===== src/sv/mrc_pkg.sv =====
// Shared types, constants and the long-division step for the mixed-radix converter.
package mrc_pkg;

	localparam int RADIX_BITS       = 16;
	localparam int FLAT_BITS        = 64;
	localparam int NUM_DIGITS       = 4;
	localparam int BITS_PER_STAGE   = 8;
	localparam int STAGES_PER_DIGIT = FLAT_BITS / BITS_PER_STAGE;
	localparam int DEF_MAX_DIGITS   = 4;
	localparam int CFG_IDX_BITS     = 3;
	localparam int COUNT_BITS       = 3;

	// Configuration register indexes
	localparam logic [CFG_IDX_BITS-1:0] REG_DIGITS_USED = 3'd0;
	localparam logic [CFG_IDX_BITS-1:0] REG_RADIX_0     = 3'd1;
	localparam logic [CFG_IDX_BITS-1:0] REG_RADIX_1     = 3'd2;
	localparam logic [CFG_IDX_BITS-1:0] REG_RADIX_2     = 3'd3;
	localparam logic [CFG_IDX_BITS-1:0] REG_RADIX_3     = 3'd4;

	// Operation codes
	localparam logic OP_TO_INDEX  = 1'b0;
	localparam logic OP_TO_DIGITS = 1'b1;

	typedef logic [RADIX_BITS-1:0] radix_t;
	typedef logic [FLAT_BITS-1:0]  flat_t;

	// Classified request as held in the queue
	typedef struct packed {
		logic                     op;
		radix_t [NUM_DIGITS-1:0]  radix;
		flat_t                    flat;
		radix_t [NUM_DIGITS-1:0]  digit;
	} req_t;

	// Queue head as seen by the back end
	typedef struct packed {
		logic valid;
		req_t req;
	} head_t;

	// Contents of one back-end pipeline stage
	typedef struct packed {
		logic                     op;
		radix_t [NUM_DIGITS-1:0]  radix;
		flat_t                    w;
		radix_t                   rem;
		radix_t [NUM_DIGITS-1:0]  dig;
		flat_t                    acc;
		flat_t                    space;
	} stage_t;

	// Several restoring division steps: remainder in the top part, work word below
	function automatic logic [RADIX_BITS+FLAT_BITS-1:0] div_steps(
		input radix_t rem, input flat_t w, input radix_t r);
		logic [RADIX_BITS:0] t;
		radix_t              rm;
		flat_t               ww;
		logic                q;
		rm = rem;
		ww = w;
		for (int i = 0; i < BITS_PER_STAGE; i++) begin
			t = {rm, ww[FLAT_BITS-1]};
			q = (t >= {1'b0, r});
			if (q) begin
				t = t - {1'b0, r};
			end
			rm = t[RADIX_BITS-1:0];
			ww = {ww[FLAT_BITS-2:0], q};
		end
		return {rm, ww};
	endfunction

endpackage


===== src/sv/mrc_front.sv =====
// Front end: classifies requests against the configuration and queues them.
module mrc_front import mrc_pkg::*; #(
	parameter int MAX_DIGITS = DEF_MAX_DIGITS
) (
	input  logic                       clk,
	input  logic                       arst_n,
	input  logic                       in_valid,
	output logic                       in_ready,
	input  logic                       operation,
	input  flat_t                      flat_in,
	input  radix_t [NUM_DIGITS-1:0]    digit_in,
	input  logic [COUNT_BITS-1:0]      digits_used,
	input  radix_t [NUM_DIGITS-1:0]    radix_cfg,
	input  logic                       pop,
	output head_t                      head
);

	localparam int QDEPTH = 2;

	logic [COUNT_BITS-1:0] n_eff;
	req_t                  req;
	req_t                  mem_q [QDEPTH];
	logic                  wr_ptr_q;
	logic                  rd_ptr_q;
	logic [1:0]            cnt_q;
	logic                  push;

	// Clamp the digit count, fold unused and zero radices to one
	always_comb begin
		if (digits_used < 3'd2) begin
			n_eff = 3'd2;
		end else if (digits_used > COUNT_BITS'(MAX_DIGITS)) begin
			n_eff = COUNT_BITS'(MAX_DIGITS);
		end else begin
			n_eff = digits_used;
		end
		req.op   = operation;
		req.flat = flat_in;
		for (int i = 0; i < NUM_DIGITS; i++) begin
			if (COUNT_BITS'(i) < n_eff) begin
				req.radix[i] = (radix_cfg[i] == '0) ? RADIX_BITS'(1) : radix_cfg[i];
				req.digit[i] = digit_in[i];
			end else begin
				req.radix[i] = RADIX_BITS'(1);
				req.digit[i] = '0;
			end
		end
	end

	assign in_ready = (cnt_q != 2'(QDEPTH));
	assign push     = in_valid && in_ready;

	// Two-entry request queue
	always_ff @(posedge clk) begin
		if (push) begin
			mem_q[wr_ptr_q] <= req;
		end
	end

	always_ff @(posedge clk or negedge arst_n) begin
		if (!arst_n) begin
			wr_ptr_q <= 1'b0;
			rd_ptr_q <= 1'b0;
			cnt_q    <= '0;
		end else begin
			if (push) begin
				wr_ptr_q <= !wr_ptr_q;
			end
			if (pop) begin
				rd_ptr_q <= !rd_ptr_q;
			end
			cnt_q <= cnt_q + 2'(push) - 2'(pop);
		end
	end

	assign head.valid = (cnt_q != '0);
	assign head.req   = mem_q[rd_ptr_q];

endmodule


===== config.mk =====
export PLATFORM = sky130hd
export DESIGN_NAME = mrc_front
export DESIGN_NICKNAME = d
export VERILOG_FILES = /design/src/sv/mrc_pkg.sv /design/src/sv/mrc_front.sv
export SDC_FILE = /design/constraint.sdc
export NUM_CORES = 1
export LEC_CHECK = 0
export ABC_AREA = 1
export ABC_CLOCK_PERIOD_IN_PS = 20300
export BUFFER_PORTS_ARGS = -buffer_cell sky130_fd_sc_hd__buf_4
export CAP_MARGIN = 20
export CORE_MARGIN = 8
export CORE_UTILIZATION = 30
export CTS_CLUSTER_DIAMETER = 100
export DETAILED_ROUTE_END_ITERATION = 7
export GPL_ROUTABILITY_DRIVEN = 0
export HOLD_SLACK_MARGIN = 0.15
export PLACE_DENSITY_LB_ADDON = 0.12
export SLEW_MARGIN = 15
export SYNTH_ARGS = -nofsm -noshare
export SYNTH_HDL_FRONTEND = slang
export SYNTH_SLANG_ARGS = --single-unit

===== constraint.sdc =====
create_clock -name clk -period 20.3 [get_ports clk]
set_clock_uncertainty 0.1 [all_clocks]
set_input_delay 2.03 -clock clk [delete_from_list [all_inputs] [get_ports clk]]
set_output_delay 2.03 -clock clk [all_outputs]
set_load 0.01 [all_outputs]

# ---- After elaboration in Yosys (flattened, before gate mapping)
# Memories as Yosys holds them, arrays and structs flattened.
# Cells that the tools add are included.
dict set report totals {
  memories 1
  wordCells 37
  ram_bits 386
  output_inout_bits 195
  register_bits 4
  in_bits 200
}
# memory depth word_bits rd rd_clocked_by_memory_dff write_ports line
set memory_table {}
lappend memory_table {mem_q 2 193 1 0 1 mrc_front.sv:22} ;# req_t mem_q [QDEPTH];
dict set report classes {
  reduce_logical 8
  order_cmp 6
  n_mux 16
  n_addsub 2
  n_eq_ne 1
}
# operator count
set ops {}
lappend ops {{$mux 16} 12}
lappend ops {{$logic_not 16->1} 4}
lappend ops {{$lt 1x3->1 const A} 2}
lappend ops {{$lt 2x3->1 const A} 2}
lappend ops {{$mux 3} 2}
lappend ops {{$gt 3x3->1 const B} 1}
lappend ops {{$lt 3x2->1 const B} 1}
lappend ops {{$add 2x1->2} 1}
lappend ops {{$logic_not 1->1} 2}
lappend ops {{$mux 1} 2}
lappend ops {{$ne 2x2->1 const B} 1}
lappend ops {{$reduce_bool 2->1} 1}
lappend ops {{$sub 2x1->2} 1}
lappend ops {{$logic_and 1x1->1} 1}

# ---- Depth between registers and ports, before layout
# Gate-level depths: netlist of run 1.
dict set report logic_depth {
  word_depth 5
  depth_mapped 9
  ltp_nobuf 9
}

# ---- Least setup slack after synthesis of run 1
# Ideal clock, no wire load.
dict set report synth_timing {
  path_type {input port to flip-flop}
  startpoint {input port in_valid}
  endpoint {memory mem_q[1][0] in the netlist's numbering (enable)}
  cell_stages 2
  slack_ns 9.301
  n_path_buf 0
  arrival_ns 10.149
  required_time_ns 19.450
  setup_time_ns 0.750
  cell_sequence {nand2_1 > nor2_1}
}
dict set report synth_between {
  elab_chain_len 3
}
# element line
set synth_rtl {}
lappend synth_rtl {{from (decl)} mrc_front.sv:7} ;# input logic in_valid,
lappend synth_rtl {{$logic_and 1x1->1} mrc_front.sv:51} ;# assign push = in_valid && in_ready;
lappend synth_rtl {{$mux 1} mrc_front.sv:55} ;# if (push) begin
lappend synth_rtl {{$mux 1 (implied by the code)} mrc_front.sv:56} ;# mem_q[wr_ptr_q] <= req;
lappend synth_rtl {{to (decl)} mrc_front.sv:22}
# Every way passes these cells.

==> results of run 1 <==
[stage by stage]
step,instance area [sq um],utilization [%]
2_1_floorplan,15800,-
3_3_place_gp,19200,36.7
6_report,20600,39.4
3_5_place_dp,19300,36.8
4_1_cts,20600,39.4
5_1_grt,20600,39.4
[state kept, by name, indices dropped and copies added, names as in the netlist]
signal	cells
rd_ptr_q	1
cnt_q	2
mem_q	386
wr_ptr_q	1
[routing by layer]
| metal | vias up | part of all wire, % |
|---|---|---|
| li1 | 3859 | - |
| met1 | 4029 | 40 |
| met2 | 238 | 50 |
| met3 | 56 | 8.2 |
| met4 | 2 | 2.1 |
| met5 | - | 0.044 |
[placed cells by master, fill, tap and decap left out]
cell type   count
buf_4         404
edfxtp_1      386
mux2_4        160
nor2_1         77
inv_1          69
nand2_1        58
clkbuf_16      45
mux2_2         33
clkbuf_1       12
clkinv_2        9
clkinv_1        6
bufinv_16       3
dfrtp_1         3
diode_2         2
xor2_1          2
nor2_4          2
ha_1            2
clkinvlp_4      2
buf_16          2
a21oi_4         1
xnor2_1         1
a21oi_1         1
inv_6           1
dfrtp_4         1
[cell type report]
| class | count | area share [%] |
|---|---|---|
| repair buffers | 406 | 15.0 |
| clock inverters | 21 | 0.879 |
| clock buffers | 57 | 5.68 |
| multi-input cells | 337 | 16.4 |
| well taps | 688 | 4.17 |
| diodes | 2 | 0.0243 |
| inverters | 69 | 1.26 |
| flip-flops and latches | 390 | 56.7 |
[power groups by stage]
stage / registers, W / clock network, W / logic, W
floorplan: 0.00121 / 0 / 0.000620
global placement: 0.00119 / 0 / 0.00102
detailed placement: 0.00119 / 0 / 0.00102
CTS: 0.00117 / 0.000780 / 0.00103
global route: 0.00119 / 0.000808 / 0.00107
finish: 0.00117 / 0.000751 / 0.000990
[path summary, 6_finish.rpt]
kind	startpoint	endpoint	slack [ns]	cells after the start
worst max-delay path	rd_ptr_q	head[114]	14.45	4
worst max register to register	cnt_q[1]	mem_q[1][144]	17.07	5
worst min-delay path	cnt_q[0]	cnt_q[0]	0.41	1
max in group asynchronous	arst_n	rd_ptr_q	18.80	1
min in group asynchronous	arst_n	wr_ptr_q	1.18	1
worst min register to register	cnt_q[0]	cnt_q[0]	0.41	1
[worst register-to-register path: stages, from the launching register on]
cell	delay (ns)
dfrtp_1	0.39
nand2_1	0.13
nand2_1	0.16
nor2_4	0.49
buf_4	0.86
buf_4	0.71
[logic make-up (layout without fill, tap and decap cells)]
kind of cell	after synthesis	after routing	synth area share, %
flip-flops	390	390	74.0
multiplexers	193	193	17.6
buffers and inverters	160	553	4.78
AND/OR/NAND/NOR	137	137	3.25
XOR/XNOR	3	3	0.166
adder cells (fa/ha/maj)	2	2	0.158
AO/OA/AOI/OAI	2	2	0.0871
other	0	2	0
==> impl_metrics.env, run 1 <==
export IMPL_outcome="finished clean"
export IMPL_clk_latency_ns=0.54
export IMPL_ys_async_sr_fraction_pct=1.03
export IMPL_path_class="reg2out"
export IMPL_cts_resized=0
export IMPL_grt_usage_pct=12.4
export IMPL_fin_crit_sh_pct=28.8
export IMPL_synth_most_common_cell="edfxtp_1"
export IMPL_holdBufCountCts=0
export IMPL_totalWireLength_microns=39000
export IMPL_synth_common_cells="edfxtp_1, mux2_4, nor2_1, inv_1, clkbuf_1"
export IMPL_use_met3_pct=4.63
export IMPL_slew_headroom_pct=30.4
export IMPL_grt_pass1_vias=8808
export IMPL_fin_hold_ws_ns=0.406
export IMPL_drv_cap=0
export IMPL_p_int_w=0.00207
export IMPL_die_h_microns=245
export IMPL_path_cells="buf_4 > buf_4 > mux2_4 > buf_4"
export IMPL_clock_power_share_pct=25.8
export IMPL_final_antenna_net_count=0
export IMPL_busiest_layer="met2"
export IMPL_fin_ws_ns=14.45
export IMPL_required_ns=18.17
export IMPL_gr_usage_met1_pct=14.7
export IMPL_syn_avg_cell_area_sq_um=17.8
export IMPL_yosys_area_top_type="edfxtp_1"
export IMPL_p_per_area_nw_per_um2=141
export IMPL_seqPwrFrac_pct=40.2
export IMPL_cp_data_arrival_time_ns=3.72
export IMPL_numCtsBuffers=45
export IMPL_max_stage_delay_ns=1.00
export IMPL_rsz0062_at_grt="no"
export IMPL_crit_family="buffers and inverters"
export IMPL_ios=395
export IMPL_post_drt_wl_per_cell_microns=19.8
export IMPL_netlist_area_sq_um=15800
export IMPL_setup_tns_final_ns=0
export IMPL_start_util_pct=30.2
export IMPL_cp_start_kind="register"
export IMPL_fp_dieW_microns=245
export IMPL_vias_per_cell=4.15
export IMPL_hold_viol_final=0
export IMPL_cpMaxStageDelayCell="dfrtp_4"
export IMPL_fin_total_pwr_w=0.00291
export IMPL_synthCells=887
export IMPL_max_freq_ghz=0.171
export IMPL_io_buffer_count=394
export IMPL_synth_ff_latch_count=390
export IMPL_cts_tree="done"
export IMPL_drc_errors=0
export IMPL_yosysWarningCount=0
export IMPL_clk_pin_slew_ns=0.06
export IMPL_synth_edff_count=386
export IMPL_period_needed_ns=5.85
export IMPL_multi_input_area_sq_um=3380
export IMPL_cellLeakagePower_nw=8.44
export IMPL_nFillCells=4938
export IMPL_peakVddDrop_v=0.0000672
export IMPL_drt_pass1_iterations=4
export IMPL_pre_cts_ws_ns=14.92
export IMPL_drive_gt1_share_pct=51.8
export IMPL_placed_cells=1890
export IMPL_p_comb_share_pct=34.0
export IMPL_syn_nets=1089
export IMPL_area_growth_pct=30.6
export IMPL_worst_pin_slew_ns=1.04
export IMPL_die_area_sq_um=60300
export IMPL_root_buffer="clkbuf_16"
export IMPL_layout_nets=1451
export IMPL_drt_iter0_drc=391
export IMPL_synth_top_area_share_pct=73.4
export IMPL_met2_usage_pct=20.9
export IMPL_final_cell_count_no_fill=1970
export IMPL_synthFlopType="edfxtp_1"
export IMPL_crit_buf_inv=3
export IMPL_setup_violations=0
export IMPL_dp_hpwl_microns=27600
export IMPL_yosysSeqAreaShare_pct=74.0
export IMPL_htree_levels=2
export IMPL_grt_ovfl_total=0
export IMPL_switching_share_pct=28.9
export IMPL_antenna_found_initial=2
export IMPL_end_kind="primary output"
export IMPL_vias=8184
export IMPL_synth_area_leaders="edfxtp_1, mux2_4, mux2_2"
export IMPL_crit_top_cell="buf_4"
export IMPL_ys_types=16
export IMPL_grt_max_degree=70
export IMPL_netSwitchingPower_w=0.000841
export IMPL_crit_fanout=52
export IMPL_register_area_sq_um=11700
export IMPL_rows=84
export IMPL_clock_sinks=390
export IMPL_grt_pass1_wl_microns=56700
export IMPL_finalMaxSlewViolations=0
export IMPL_coreArea_sq_um=52300
export IMPL_clk_path_buf_depth=3
export IMPL_post_cts_setup_buffers=0
export IMPL_hold_class="reg2reg"
(Power assumes the default switching activity.)
==> inputs of run 2 (changes only) <==
- ABC_CLOCK_PERIOD_IN_PS: 20300 -> 5700
- clock period: 20.3 -> 5.7 ns (I/O delays scaled with it)
==> run 2 against run 1 <==
Hold slack lost 0.21 ns. Combinational power grew to 3.7 times the previous value. Count of clock-buffer cells in the layout grew 8. Cell area grew 6.1%. Via count grew 5.2%. Non-clock buffer count grew 126. Total power grew to 3.6 times the previous value. Die area is the same.
==> impl_metrics.env, run 2 (same netlist as run 1, synthesis figures left out) <==
export IMPL_grt_pass1_wl_microns=56900
export IMPL_nFillCells=4860
export IMPL_holdBufCountCts=130
export IMPL_drt_iter0_drc=345
export IMPL_post_drt_wl_per_cell_microns=18.3
export IMPL_numCtsBuffers=45
export IMPL_clk_latency_ns=0.55
export IMPL_outcome="finished clean"
export IMPL_clk_path_buf_depth=3
export IMPL_drv_cap=0
export IMPL_final_antenna_net_count=0
export IMPL_root_buffer="clkbuf_16"
export IMPL_layout_commonest_cell="buf_4"
export IMPL_rr_startpoint="cnt_q[1]"
export IMPL_slew_headroom_pct=29.4
export IMPL_rows=84
export IMPL_worst_pin_slew_ns=1.06
export IMPL_rr_worst_depth=5
export IMPL_die_area_sq_um=60300
export IMPL_grt_usage_pct=12.2
export IMPL_vias=8611
export IMPL_holdPathStages=3
export IMPL_multi_input_area_sq_um=3380
export IMPL_antenna_found_initial=0
export IMPL_worstHoldStart="digit_in[60]"
export IMPL_end_kind="primary output"
export IMPL_hold_viol_final=0
export IMPL_crit_fanout=95
export IMPL_finalMaxSlewViolations=0
export IMPL_peakVddDrop_v=0.000331
export IMPL_rsz0062_at_grt="no"
export IMPL_design_area_sq_um=21900
export IMPL_setup_violations=0
export IMPL_register_area_sq_um=11700
export IMPL_required_ns=5.03
export IMPL_timing_rr_end="mem_q[1][111]"
export IMPL_die_h_microns=245
export IMPL_largest_reg_flops=386
export IMPL_antenna_cells=0
export IMPL_top_register="mem_q"
export IMPL_hold_class="in2reg"
export IMPL_cts_tree="done"
export IMPL_path_class="reg2out"
export IMPL_dp_hpwl_microns=25400
export IMPL_r2r_slack_ns=3.05
export IMPL_drc_errors=0
export IMPL_fin_total_pwr_w=0.0104
export IMPL_clk_pin_slew_ns=0.06
export IMPL_p_per_area_nw_per_um2=477
export IMPL_layout_common_cells="buf_4, edfxtp_1, mux2_4"
export IMPL_post_dp_cell_area_sq_um=19300
export IMPL_clock_sinks=390
export IMPL_cp_start_kind="register"
export IMPL_grt_pass1_vias=9428
export IMPL_biggestRegsByFlops="mem_q: 386 flops, cnt_q: 2 flops"
export IMPL_fin_crit_sh_pct=57.5
export IMPL_max_freq_ghz=0.305
export IMPL_drt_pass1_iterations=6
export IMPL_grt_max_degree=111
export IMPL_cp_data_arrival_time_ns=2.61
export IMPL_coreArea_sq_um=52300
export IMPL_period_needed_ns=3.28
export IMPL_post_cts_setup_buffers=0
export IMPL_totalWireLength_microns=38200
export IMPL_vias_per_cell=4.12
export IMPL_ios=395
export IMPL_grt_ovfl_total=0
export IMPL_io_buffer_count=394
export IMPL_whs_endpoint="mem_q[1][60]"
export IMPL_area_growth_pct=38.6
export IMPL_layout_nets=1577
export IMPL_cellLeakagePower_nw=8.96
export IMPL_drive_gt1_share_pct=46.5
export IMPL_start_util_pct=30.2
export IMPL_htree_levels=2
export IMPL_fp_dieW_microns=245
export IMPL_cts_resized=0
## run 2: cell count changes in the layout (fill, tap and decap cells not counted), sizes merged
cell and change:
buf -4, clkbuf +8, clkinv -8, clkinvlp -2, diode -2, dlygate4sd3 +130, inv -1
## run 2: worst max-delay path by stage
stage | slack [ns] | end | cells after the start | from
global placement | 2.86 | mem_q[1][117] | 5 | in_valid
floorplan | -0.57 | mem_q[1][0] | 2 | in_valid
finish | 2.42 | head[170] | 3 | rd_ptr_q
global route | 2.31 | head[170] | 3 | rd_ptr_q
CTS | 2.35 | head[1] | 3 | rd_ptr_q
detailed placement | 2.86 | mem_q[1][121] | 5 | in_valid
## run 2: power by group
part,leakage (nW),internal (W),switching (W)
Combinational,4.66,0.00192,0.00174
Clock,0.653,0.00161,0.00107
Sequential,3.64,0.00392,0.000181
## run 2: area by class of cell
cell class,count,share of cell area (%)
tap,688,3.93
timing repair buffer,532,19.9
inverter,69,1.18
clock buffer,65,5.58
sequential,390,53.4
clock inverter,10,0.554
multi-input combinational,337,15.4
## run 2: per-stage QoR
step	util [%]	cells	setup TNS, ns	hold WS (ns)	setup slack (ns)
floorplan	-	887	-218.13	0.174	-0.573
global placement	36.8	1886	0	0.272	2.86
detailed placement	36.8	1886	0	0.272	2.86
CTS	41.8	2091	0	0.151	2.35
global route	41.8	2091	0	0.175	2.31
finish	41.8	2091	0	0.199	2.42
## run 2: metal layers
| layer | global-route usage, % | routed length (microns) |
|---|---|---|
| met5 | 0 | 0 |
| met4 | 3.83 | 810 |
| met3 | 4.78 | 3340 |
| met2 | 19.7 | 18100 |
| met1 | 15.0 | 15900 |
## run 2: worst max-delay path, cell delays in order (launching register included)
cell	delay (ns)
dfrtp_4	0.77
buf_12	0.55
mux2_4	0.38
buf_4	0.15
==> inputs of run 3 (changes only) <==
- ABC_CLOCK_PERIOD_IN_PS: 5700 -> 3100
- clock period: 5.7 -> 3.1 ns (I/O delays scaled with it)
==> run 3 against run 2 <==
Die area unchanged. Global-route usage is 0.52 points higher. Combinational power rose by 92%. Flip-flop and latch count unchanged. Hold slack gained 0.028 ns. Final cell count grew 3.8%. Critical path depth up 1. Total power rose by 87%. Largest power group unchanged. Highest routed layer unchanged.
==> impl_metrics.env, run 3 (same netlist as run 1, synthesis figures left out) <==
export IMPL_netSwitchingPower_w=0.00561
export IMPL_worst_pin_slew_ns=0.719
export IMPL_die_area_sq_um=60300
export IMPL_cp_start_kind="register"
export IMPL_layout_commonest_cell="buf_4"
export IMPL_path_class="reg2out"
export IMPL_final_antenna_net_count=0
export IMPL_p_per_area_nw_per_um2=856
export IMPL_met2_usage_pct=21.8
export IMPL_fp_dieW_microns=245
export IMPL_holdBufCountCts=198
export IMPL_end_kind="primary output"
export IMPL_hold_viol_final=0
export IMPL_finalMaxSlewViolations=0
export IMPL_p_int_w=0.0139
export IMPL_drv_cap=0
export IMPL_gr_usage_met1_pct=15.5
export IMPL_grt_ovfl_total=0
export IMPL_required_ns=2.69
export IMPL_fin_hold_ws_ns=0.227
export IMPL_antenna_cells=0
export IMPL_drc_errors=0
export IMPL_start_util_pct=30.2
export IMPL_drive_gt1_share_pct=45.2
export IMPL_cpMaxStageDelayCell="dfrtp_4"
export IMPL_rsz0062_at_grt="no"
export IMPL_setup_violations=0
export IMPL_area_growth_pct=44.2
export IMPL_clk_pin_slew_ns=0.06
export IMPL_post_cts_setup_buffers=0
export IMPL_io_buffer_count=394
export IMPL_placed_cells=1897
export IMPL_grt_pass1_wl_microns=59600
export IMPL_layout_common_cells="buf_4, edfxtp_1, dlygate4sd3_1"
export IMPL_numCtsBuffers=44
export IMPL_vias=8945
export IMPL_clk_path_buf_depth=3
export IMPL_dp_hpwl_microns=27000
export IMPL_path_cells="buf_12 > buf_4 > mux2_2 > buf_4"
export IMPL_clock_sinks=390
export IMPL_layout_nets=1655
export IMPL_drt_pass1_iterations=4
export IMPL_nFillCells=4797
export IMPL_root_buffer="clkbuf_16"
export IMPL_switching_share_pct=28.8
export IMPL_use_met3_pct=3.75
export IMPL_rows=84
export IMPL_final_util_pct=43.5
export IMPL_fin_crit_sh_pct=83.8
export IMPL_biggestRegsByFlops="mem_q: 386 flops, cnt_q: 2 flops"
export IMPL_grt_max_degree=108
export IMPL_die_h_microns=245
export IMPL_clock_power_share_pct=25.4
export IMPL_busiest_layer="met2"
export IMPL_period_needed_ns=2.60
export IMPL_slew_headroom_pct=52.0
export IMPL_crit_family="buffers and inverters"
export IMPL_coreArea_sq_um=52300
export IMPL_htree_levels=2
export IMPL_crit_top_cell="buf_4"
export IMPL_crit_buf_inv=3
export IMPL_ios=395
export IMPL_grt_pass1_vias=9927
export IMPL_peakVddDrop_v=0.000573
export IMPL_clk_latency_ns=0.55
export IMPL_cts_tree="done"
export IMPL_grt_usage_pct=12.8
export IMPL_antenna_found_initial=1
export IMPL_post_drt_wl_per_cell_microns=18.2
export IMPL_cellLeakagePower_nw=9.34
export IMPL_p_comb_share_pct=36.1
export IMPL_hold_class="in2reg"
export IMPL_max_stage_delay_ns=0.59
export IMPL_final_cell_count_no_fill=2171
export IMPL_vias_per_cell=4.12
export IMPL_cts_resized=0
export IMPL_cp_data_arrival_time_ns=2.19
export IMPL_drt_iter0_drc=369
export IMPL_largest_reg_flops=386
export IMPL_seqPwrFrac_pct=38.5
export IMPL_crit_fanout=27
export IMPL_totalWireLength_microns=39600
export IMPL_top_register="mem_q"
export IMPL_max_freq_ghz=0.385
export IMPL_outcome="finished clean"
-- run 3: cell count changes in the layout (fill, tap and decap cells not counted), sizes merged --
| cell | delta |
|---|---|
| clkbuf | -15 |
| clkinv | +13 |
| bufinv | +1 |
| buf | +11 |
| dlygate4sd3 | +68 |
| inv | +2 |
-- run 3: power groups by stage --
stage	logic (W)	clock network, W	registers [W]
floorplan	0.00408	0	0.00760
global placement	0.00704	0	0.00760
detailed placement	0.00702	0	0.00763
CTS	0.00726	0.00514	0.00752
global route	0.00754	0.00535	0.00761
finish	0.00704	0.00496	0.00750
-- run 3: final cells by class --
cell class              count  area (sq um)  share of cell area [%]
flip-flops and latches    390         11700                    51.4
repair buffers            611          5210                    22.9
multi-input cells         337          3390                    14.9
clock buffers              50          1140                    5.03
well taps                 688           861                    3.78
inverters                  69           259                    1.14
clock inverters            26           221                   0.972
-- run 3: worst register-to-register path: stages (launching register included) --
cell and delay, ns:
dfrtp_1 0.34, inv_1 0.06, nand2_2 0.11, nand2_4 0.09, nor2_4 0.32, buf_12 0.42
-- run 3: through the flow --
| stage | setup WS [ns] | cell area, sq um | total power (W) | setup TNS, ns |
|---|---|---|---|---|
| 2_1_floorplan | -0.879 | 15800 | 0.0117 | -334.87 |
| 3_3_place_gp | 1.04 | 19400 | 0.0146 | 0 |
| 3_5_place_dp | 1.03 | 19400 | 0.0146 | 0 |
| 4_1_cts | 0.414 | 22800 | 0.0199 | 0 |
| 5_1_grt | 0.389 | 22800 | 0.0205 | 0 |
| 6_report | 0.503 | 22800 | 0.0195 | 0 |
-- run 3: final timing paths --
path	from	endpoint	slack (ns)	cells after the start
min	digits_used[2]	mem_q[0][178]	0.23	3
max reg2reg	cnt_q[0]	mem_q[0][84]	1.19	5
min reg2reg	cnt_q[0]	cnt_q[0]	0.40	1
max in group asynchronous	arst_n	rd_ptr_q	2.11	3
min in group asynchronous	arst_n	rd_ptr_q	0.58	3
max	rd_ptr_q	head[20]	0.50	4
-- run 3: layer usage --
layer	wire, microns	vias up
met5	0	-
met4	813	0
met3	2550	57
met2	19800	243
met1	16400	4374
li1	-	4271
